## src/rtl/fdnp_pkg.sv

```systemverilog
// Types, character codes and the digit-to-ASCII helper for the format printer.
// No dependencies; compiled first.
package fdnp_pkg;

	// Digit scratch depth: enough for a 32-bit word in octal
	localparam int DIGIT_SLOTS = 11;
	// Index / fill-count width for the digit scratch (0..DIGIT_SLOTS)
	localparam int DIG_IDX_W = 4;

	typedef logic [7:0] char_t;

	// ASCII codes used by the directive decoder and hex_char
	localparam char_t CH_PERCENT = 8'h25;
	localparam char_t CH_MINUS   = 8'h2D;
	localparam char_t CH_ZERO    = 8'h30;
	localparam char_t CH_LOWER_A = 8'h61;
	localparam char_t CH_C       = 8'h63;
	localparam char_t CH_D       = 8'h64;
	localparam char_t CH_I       = 8'h69;
	localparam char_t CH_O       = 8'h6F;
	localparam char_t CH_P       = 8'h70;
	localparam char_t CH_U       = 8'h75;
	localparam char_t CH_X       = 8'h78;

	// Sequencer states
	typedef enum logic [2:0] {
		S_IDLE,
		S_PRE,
		S_MUL,
		S_REM,
		S_DIG
	} fdnp_state_t;

	// Number base of the current directive
	typedef enum logic [1:0] {
		RADIX_DEC,
		RADIX_OCT,
		RADIX_HEX
	} base_t;

	// Digit value 0..15 to lowercase ASCII
	function automatic char_t hex_char(input logic [3:0] d);
		if (d < 4'd10) begin
			return CH_ZERO + {4'd0, d};
		end
		return CH_LOWER_A + {4'd0, d - 4'd10};
	endfunction

endpackage

```

## src/rtl/fdnp_if.sv

```systemverilog
// Valid/ready channel interfaces: format bytes in, characters out.
// No dependencies.
interface fdnp_fmt_if;
	logic        valid;
	logic        ready;
	logic [7:0]  fmt_char;
	logic [31:0] arg_value;

	modport source (output valid, output fmt_char, output arg_value, input ready);
	modport sink   (input valid, input fmt_char, input arg_value, output ready);
endinterface

interface fdnp_text_if;
	logic        valid;
	logic        ready;
	logic [7:0]  out_char;
	logic        last;
	logic [15:0] char_count;

	modport source (output valid, output out_char, output last, output char_count, input ready);
	modport sink   (input valid, input out_char, input last, input char_count, output ready);
endinterface

```

## src/rtl/fdnp_digit_unit.sv

```systemverilog
// Shared quotient/remainder unit: one base-10/8/16 digit step, quotient registered.
// Depends on fdnp_pkg (base_t).
module fdnp_digit_unit
	import fdnp_pkg::*;
#(
	parameter int ARG_BITS = 32
) (
	input  logic                clk,
	input  logic [ARG_BITS-1:0] mag,
	input  base_t               base,
	output logic [ARG_BITS-1:0] quo_q,
	output logic [3:0]          digit
);

	// Reciprocal of ten, exact for every ARG_BITS-bit dividend
	localparam int RECIP_SHIFT = ARG_BITS + 4;
	localparam logic [ARG_BITS:0] RECIP10 =
		(ARG_BITS+1)'(((64'd1 << RECIP_SHIFT) + 64'd9) / 64'd10);

	logic [2*ARG_BITS:0] prod;
	logic [ARG_BITS-1:0] quo_d;
	logic [3:0]          qb_low;

	// Quotient: multiply by reciprocal for decimal, plain shift otherwise
	assign prod = {{(ARG_BITS+1){1'b0}}, mag} * {{ARG_BITS{1'b0}}, RECIP10};

	always_comb begin
		case (base)
			RADIX_DEC: quo_d = {3'b000, prod[2*ARG_BITS:RECIP_SHIFT]};
			RADIX_OCT: quo_d = {3'b000, mag[ARG_BITS-1:3]};
			RADIX_HEX: quo_d = {4'b0000, mag[ARG_BITS-1:4]};
			default:   quo_d = '0;
		endcase
	end

	always_ff @(posedge clk) begin
		quo_q <= quo_d;
	end

	// Remainder = mag - quo*base; only the low nibble matters
	always_comb begin
		case (base)
			RADIX_DEC: qb_low = {quo_q[0], 3'b000} + {quo_q[2:0], 1'b0};
			RADIX_OCT: qb_low = {quo_q[0], 3'b000};
			RADIX_HEX: qb_low = 4'd0;
			default:   qb_low = 4'd0;
		endcase
	end

	assign digit = mag[3:0] - qb_low;

endmodule

```

## src/rtl/format_directive_number_printer.sv

```systemverilog
// Printf-style integer formatter: format bytes in, ASCII characters out.
// Depends on fdnp_pkg, fdnp_if (fdnp_fmt_if, fdnp_text_if) and fdnp_digit_unit.
//
// Usage:
//   fmt  : one format byte plus an argument word per item (valid/ready).
//   text : one character per item, with last set on the final character caused
//          by an input item, and a saturating running character count.
//   Ordinary bytes are echoed; '%' arms a flag and the next byte picks the
//   directive (d i u o x p c %); unknown directives print '%' and the byte.
// Timing:
//   fmt.ready is high only while the sequencer is idle. An echoed byte passes
//   through S_PRE into the output register once the slot is free; a lone '%'
//   only arms the flag. A number emits its prefix characters ('-', "0x"), then
//   runs each digit through the shared quotient unit in S_MUL (multiply) and
//   S_REM (remainder), then emits the digits, most significant first.
//   The next item is taken once the sequencer is back in S_IDLE.
// Reset: arst_n clears the sequencer, the '%' flag and the character count.
// Stall: a full output register holding its character stops emission; the
//   next item may still be accepted while the last character waits.
module format_directive_number_printer
	import fdnp_pkg::*;
#(
	parameter int ARG_BITS = 32
) (
	input logic        clk,
	input logic        arst_n,
	fdnp_fmt_if.sink   fmt,
	fdnp_text_if.source text
);

	fdnp_state_t state_q, state_d;

	logic                 after_pct_q;
	logic [15:0]          total_q;
	logic [15:0]          total_inc;
	char_t                pre0_q, pre1_q;
	logic [1:0]           pre_left_q;
	logic                 num_q;
	logic [ARG_BITS-1:0]  mag_q;
	base_t                base_q;
	logic [3:0]           digits_q [DIGIT_SLOTS];
	logic [DIG_IDX_W-1:0] ndig_q;

	logic                 out_valid_q;
	char_t                out_char_q;
	logic                 out_last_q;
	logic [15:0]          out_count_q;

	// Decoder outputs
	logic [ARG_BITS-1:0]  arg, arg_neg;
	char_t                dec_pre0, dec_pre1;
	logic [1:0]           dec_left;
	logic                 dec_num;
	logic [ARG_BITS-1:0]  dec_mag;
	base_t                dec_base;
	logic                 dec_arm;

	// Sequencer outputs
	logic                 accept;
	logic                 slot_free;
	logic                 emit;
	char_t                emit_char;
	logic                 emit_last;

	// Shared digit unit
	logic [ARG_BITS-1:0]  quo_q;
	logic [3:0]           digit;

	fdnp_digit_unit #(
		.ARG_BITS(ARG_BITS)
	) u_digit (
		.clk   (clk),
		.mag   (mag_q),
		.base  (base_q),
		.quo_q (quo_q),
		.digit (digit)
	);

	assign accept    = fmt.valid && fmt.ready;
	assign slot_free = !out_valid_q || text.ready;
	assign total_inc = (total_q == 16'hFFFF) ? total_q : total_q + 16'd1;

	// Directive decode of the incoming item
	assign arg     = fmt.arg_value[ARG_BITS-1:0];
	assign arg_neg = ~arg + {{(ARG_BITS-1){1'b0}}, 1'b1};

	always_comb begin
		dec_pre0 = fmt.fmt_char;
		dec_pre1 = fmt.fmt_char;
		dec_left = 2'd1;
		dec_num  = 1'b0;
		dec_mag  = arg;
		dec_base = RADIX_DEC;
		dec_arm  = 1'b0;
		if (!after_pct_q) begin
			if (fmt.fmt_char == CH_PERCENT) begin
				dec_arm  = 1'b1;
				dec_left = 2'd0;
			end
		end else begin
			case (fmt.fmt_char)
				CH_D, CH_I: begin
					dec_num = 1'b1;
					if (arg[ARG_BITS-1]) begin
						dec_pre0 = CH_MINUS;
						dec_mag  = arg_neg;
					end else begin
						dec_left = 2'd0;
					end
				end
				CH_U: begin
					dec_num  = 1'b1;
					dec_left = 2'd0;
				end
				CH_O: begin
					dec_num  = 1'b1;
					dec_left = 2'd0;
					dec_base = RADIX_OCT;
				end
				CH_X: begin
					dec_num  = 1'b1;
					dec_left = 2'd0;
					dec_base = RADIX_HEX;
				end
				CH_P: begin
					dec_num  = 1'b1;
					dec_pre0 = CH_ZERO;
					dec_pre1 = CH_X;
					dec_left = 2'd2;
					dec_base = RADIX_HEX;
				end
				CH_C: begin
					dec_pre0 = fmt.arg_value[7:0];
				end
				CH_PERCENT: begin
					dec_pre0 = CH_PERCENT;
				end
				default: begin
					dec_pre0 = CH_PERCENT;
					dec_left = 2'd2;
				end
			endcase
		end
	end

	// Next state
	always_comb begin
		state_d = state_q;
		case (state_q)
			S_IDLE: begin
				if (accept) begin
					if (dec_left != 2'd0) begin
						state_d = S_PRE;
					end else if (dec_num) begin
						state_d = S_MUL;
					end
				end
			end
			S_PRE: begin
				if (slot_free && pre_left_q == 2'd1) begin
					state_d = num_q ? S_MUL : S_IDLE;
				end
			end
			S_MUL: state_d = S_REM;
			S_REM: state_d = (quo_q == '0) ? S_DIG : S_MUL;
			S_DIG: begin
				if (slot_free && ndig_q == DIG_IDX_W'(1)) begin
					state_d = S_IDLE;
				end
			end
			default: state_d = S_IDLE;
		endcase
	end

	// Sequencer outputs
	always_comb begin
		fmt.ready = 1'b0;
		emit      = 1'b0;
		emit_char = pre0_q;
		emit_last = 1'b0;
		case (state_q)
			S_IDLE: fmt.ready = 1'b1;
			S_PRE: begin
				emit      = slot_free;
				emit_last = (pre_left_q == 2'd1) && !num_q;
			end
			S_DIG: begin
				emit      = slot_free;
				emit_char = hex_char(digits_q[ndig_q - DIG_IDX_W'(1)]);
				emit_last = (ndig_q == DIG_IDX_W'(1));
			end
			default: ;
		endcase
	end

	// Control registers
	always_ff @(posedge clk or negedge arst_n) begin
		if (!arst_n) begin
			state_q     <= S_IDLE;
			after_pct_q <= 1'b0;
			total_q     <= '0;
			pre_left_q  <= '0;
			num_q       <= 1'b0;
			ndig_q      <= '0;
			out_valid_q <= 1'b0;
		end else begin
			state_q <= state_d;
			if (accept) begin
				after_pct_q <= dec_arm;
				pre_left_q  <= dec_left;
				num_q       <= dec_num;
				ndig_q      <= '0;
			end
			if (state_q == S_PRE && emit) begin
				pre_left_q <= pre_left_q - 2'd1;
			end
			if (state_q == S_REM) begin
				ndig_q <= ndig_q + DIG_IDX_W'(1);
			end
			if (state_q == S_DIG && emit) begin
				ndig_q <= ndig_q - DIG_IDX_W'(1);
			end
			if (emit) begin
				total_q     <= total_inc;
				out_valid_q <= 1'b1;
			end else if (text.ready) begin
				out_valid_q <= 1'b0;
			end
		end
	end

	// Payload registers
	always_ff @(posedge clk) begin
		if (accept) begin
			pre0_q <= dec_pre0;
			pre1_q <= dec_pre1;
			mag_q  <= dec_mag;
			base_q <= dec_base;
		end
		if (state_q == S_PRE && emit) begin
			pre0_q <= pre1_q;
		end
		// Store one digit, carry the quotient on
		if (state_q == S_REM) begin
			digits_q[ndig_q] <= digit;
			mag_q            <= quo_q;
		end
		if (emit) begin
			out_char_q  <= emit_char;
			out_last_q  <= emit_last;
			out_count_q <= total_inc;
		end
	end

	assign text.valid      = out_valid_q;
	assign text.out_char   = out_char_q;
	assign text.last       = out_last_q;
	assign text.char_count = out_count_q;

	// Checks
	a_dig_nonempty: assert property (@(posedge clk) disable iff (!arst_n)
		state_q == S_DIG |-> ndig_q != '0)
		else $error("digit emission with empty digit scratch");

	a_count_mono: assert property (@(posedge clk) disable iff (!arst_n)
		1'b1 |=> total_q >= $past(total_q))
		else $error("character count went backwards");

	a_count_out: assert property (@(posedge clk) disable iff (!arst_n)
		emit |=> text.valid && text.char_count == total_q)
		else $error("output count does not match running total");

endmodule
```

## src/flat_wrapper.sv

```systemverilog
// flat-port wrapper written by rule: the top's interface ports become plain ports
module format_directive_number_printer_flat import fdnp_pkg::*;
#(
	parameter int ARG_BITS = 32
)
  (clk, arst_n, fmt_valid, fmt_fmt_char, fmt_arg_value, fmt_ready, text_valid, text_out_char, text_last, text_char_count, text_ready);
  fdnp_fmt_if fmt_i ();
  fdnp_text_if text_i ();
  input logic clk;
  input logic arst_n;
  input wire logic [$bits(fmt_i.valid)-1:0] fmt_valid;
  input wire logic [$bits(fmt_i.fmt_char)-1:0] fmt_fmt_char;
  input wire logic [$bits(fmt_i.arg_value)-1:0] fmt_arg_value;
  output wire logic [$bits(fmt_i.ready)-1:0] fmt_ready;
  output wire logic [$bits(text_i.valid)-1:0] text_valid;
  output wire logic [$bits(text_i.out_char)-1:0] text_out_char;
  output wire logic [$bits(text_i.last)-1:0] text_last;
  output wire logic [$bits(text_i.char_count)-1:0] text_char_count;
  input wire logic [$bits(text_i.ready)-1:0] text_ready;
  assign fmt_i.valid = fmt_valid;
  assign fmt_i.fmt_char = fmt_fmt_char;
  assign fmt_i.arg_value = fmt_arg_value;
  assign fmt_ready = fmt_i.ready;
  assign text_valid = text_i.valid;
  assign text_out_char = text_i.out_char;
  assign text_last = text_i.last;
  assign text_char_count = text_i.char_count;
  assign text_i.ready = text_ready;
  format_directive_number_printer #(.ARG_BITS(ARG_BITS)) u_core (.clk(clk), .arst_n(arst_n), .fmt(fmt_i), .text(text_i));
endmodule
```

## config.mk

```make
export PLATFORM = sky130hd
export DESIGN_NAME = format_directive_number_printer_flat
export DESIGN_NICKNAME = d
export VERILOG_FILES = /design/src/rtl/fdnp_pkg.sv /design/src/rtl/fdnp_if.sv /design/src/rtl/fdnp_digit_unit.sv /design/src/rtl/format_directive_number_printer.sv /design/src/flat_wrapper.sv
export SDC_FILE = /design/constraint.sdc
export NUM_CORES = 1
export LEC_CHECK = 0
export ABC_AREA = 1
export BUFFER_PORTS_ARGS = -buffer_cell sky130_fd_sc_hd__buf_2
export CAP_MARGIN = 10
export CELL_PAD_IN_SITES_DETAIL_PLACEMENT = 1
export CELL_PAD_IN_SITES_GLOBAL_PLACEMENT = 2
export CORE_UTILIZATION = 30
export DETAILED_ROUTE_END_ITERATION = 12
export PLACE_DENSITY_LB_ADDON = 0.1
export SETUP_SLACK_MARGIN = 0.5
export SLEW_MARGIN = 20
export SYNTH_ARGS = -nofsm -noshare
export SYNTH_HDL_FRONTEND = slang
export SYNTH_HIERARCHICAL = 1
export SYNTH_SLANG_ARGS = --single-unit
```

## constraint.sdc

```tcl
create_clock -name clk -period 8.8 [get_ports clk]
set_clock_uncertainty 0.1 [all_clocks]
set_input_delay 0.44 -clock clk [delete_from_list [all_inputs] [get_ports clk]]
set_output_delay 0.44 -clock clk [all_outputs]
set_load 0.005 [all_outputs]
```

==> run metrics <==
status=finished, final reports clean; clock tree sinks=176; GRT Util Overall=24.4%; Synth Area in Simple Gates=17.6%; grt ovf=0; #FFs+latches synth=176; antenna viol nets, final=0; Area growth, synth to finish=8.83%; Reg area=4850 um2; crit end category=flip-flop; largest net degree at the start of global routing=57; die area=95,900 um2; area leader, netlist=fa_1; initial antenna violation count=1; Yosys Warn Count=6; initial core utilization=30.3%; final worst path period need=7.98 ns; port bufs=70; die height=310 um; final cell count without fillers=4,857; area of the core=93,600 um2; worst path arrival time=8.24 ns; Synth Area in Compound Gates=5.85%; Distinct cells, synth=52; global-route wire length before repair=168,000 um; detailed-route wire length per cell=23.5 um; Seq/Total Area, Yosys=17.1%; IO Count=71; Worst-Skew Late Latency=0.51 ns; Max-Cap Viols=0; ys async rst share=15.9%; CTS Buffer Depth=2; top cell type's share of synthesized area=27.3%; Cell Rows=112; DR vias=22,810; Syn Area/Cell=8.06 um2; Mapped Area=28,400 um2; DR vias/cell=4.70; hold crit path type=input port to flip-flop; kind of critical path=flip-flop to flip-flop; Nets=4,375; placed cells=4,824; mux cell area share after synthesis=0%; unrepaired setup endpoints after global routing=false; dpl hpwl=101,000 um; vias in the first global route=24,713; H-tree depth=4; Synth Flop Type=edfxtp_1; Synth Area in Adders=42.9%; reg2reg setup slack=0.82 ns; Die Wd=310 um; fill count=11,431; clock-pin slew on the worst setup and hold paths=0.08 ns; Residual DRC=0; DR pass1 iterations=5; Relative slew margins=44.6%; endpoints failing hold=0; Critical Path RT=9.07 ns; ant diodes=0; Critical Path Start Type=flip-flop; root cell of the clock tree=clkbuf_16; TritonCTS clock tree=done; main combinational cell family by area after synthesis=adder cells; Setup violations, final=0; Slew @ Worst Pin=0.829 ns; Post-synth EDFFs=119; Post-Synth XOR/XNOR Area=2.37%; cell with the most instances after synthesis=inv_1; routability cong.=0.970; Iter 0 DRT Violations=1,210; crit path max fanout=7; Synth area leaders=fa_1 27%, ha_1 16%, inv_1 13%, edfxtp_1 13%, nand2_1 8.9%; fin crit share=90.6%; Final Slew Violations=0; multi-input combinational cell area=19,600 um2; post-synthesis cell count=3,523; top cells by count, synth=995 x inv_1, 673 x nand2_1, 387 x fa_1; fmax=125 MHz; setup TNS=0 ns; share of cells above drive strength 1=5.97%; CTS Buf Count=17; drt total wl=114,000 um
## critical path: stages, from the launching register on
cell and delay, ns:
edfxtp_1 0.78, ha_1 0.53, inv_1 0.18, fa_1 0.56, inv_1 0.05, fa_1 0.54
inv_1 0.06, fa_1 0.52, inv_1 0.05, fa_1 0.48, fa_1 0.53, fa_1 0.61
inv_1 0.09, fa_1 0.58, inv_1 0.06, ha_1 0.33, nand2_1 0.10, inv_1 0.07
a21oi_1 0.27, o21ai_0 0.32, a21oi_1 0.21, nand2_1 0.20, nand2_1 0.15, nand3_1 0.09
nand3_1 0.23, nand2_1 0.13
## sequential cells by signal, indices dropped and copies added (netlist names), 8 cells and up
signal / flops
u_core/digits_q: 44
u_core/mag_q: 32
u_core/u_digit/quo_q: 29
u_core/text.char_count: 16
u_core/total_q: 16
u_core/pre0_q: 8
u_core/pre1_q: 8
u_core/text.out_char: 8
## placed cells by master (no fill, tap or decap), types with 13 or more instances in the layout
cell type / Yosys / routed
o22ai_1: 30 / 30
inv_2: 13 / 13
nand4_1: 26 / 26
nand2_2: 18 / 18
edfxtp_1: 119 / 119
inv_1: 995 / 995
buf_4: 8 / 25
nor2_2: 22 / 22
buf_2: 10 / 70
nor3_1: 32 / 30
o21bai_1: 18 / 18
nand3_1: 151 / 151
a21oi_1: 97 / 96
nand2_1: 673 / 673
o21ai_0: 99 / 99
clkbuf_16: 0 / 17
fa_1: 387 / 387
ha_1: 354 / 354
nor2_1: 211 / 211
dfrtp_1: 28 / 28
xnor2_1: 17 / 17
o21ai_1: 19 / 19
dfxtp_1: 29 / 29
xor2_1: 56 / 55
## timing repair
| action | in CTS | in global routing |
|---|---|---|
| gates resized for setup | 0 | 2 |
| endpoints found under the setup margin | 0 | 2 |
| buffers inserted | 0 | 0 |
| hold buffers | 1 | 0 |
| endpoints found under the hold margin | 28 | 0 |
## final timing paths
check                                 start                  endpoint  cells after the start
setup / recovery           u_core/mag_q[10]  u_core/u_digit/quo_q[28]                     25
hold / removal                   text_ready         u_core/text.valid                      2
setup reg to reg           u_core/mag_q[10]  u_core/u_digit/quo_q[28]                     25
hold reg to reg            u_core/pre0_q[5]   u_core/text.out_char[5]                      1
max in group asynchronous            arst_n         u_core/state_q[0]                      2
min in group asynchronous            arst_n        u_core/total_q[10]                      2
## metrics by stage
step | worst slack [ns] | hold WS (ns) | util [%] | cell area, um2
3_5_place_dp | 0.699 | 0.397 | 32.4 | 30300
4_1_cts | 0.666 | 0.000462 | 33.0 | 30900
5_1_grt | 0.565 | 0.0552 | 33.0 | 30900
3_3_place_gp | 0.690 | 0.390 | 32.4 | 30300
6_report | 0.824 | 0.0456 | 33.0 | 30900
2_1_floorplan | 2.58 | 0.0444 | - | 28400
## cell type report
type                    instances  share of cell area, %
well taps                    1254                   5.08
repair buffers                 96                   1.77
inverters                    1011                   12.3
flip-flops and latches        176                   15.7
clock buffers                  17                   1.38
multi-input cells            2288                   63.3
clock inverters                15                  0.538
## metal layers
metal	vias to the layer above	global-route usage, %	routed length (um)
met2	346	40.7	54300
met3	84	2.44	3390
met5	-	0	0
li1	10788	-	-
met4	0	7.97	3790
met1	11592	33.1	52500
## logic make-up (layout without fill, tap and decap cells)
logic type,Yosys count,after routing
XOR/XNOR,75,75
AND/OR/NAND/NOR,1173,1173
buffers and inverters,1061,1139
AO/OA/AOI/OAI,296,296
adder cells (fa/ha/maj),741,741
other,1,3
flip-flops,176,176
Power is left out: the tool's default activity adds up to more than one toggle a clock period on the data nets, which glitch-free logic cannot reach.
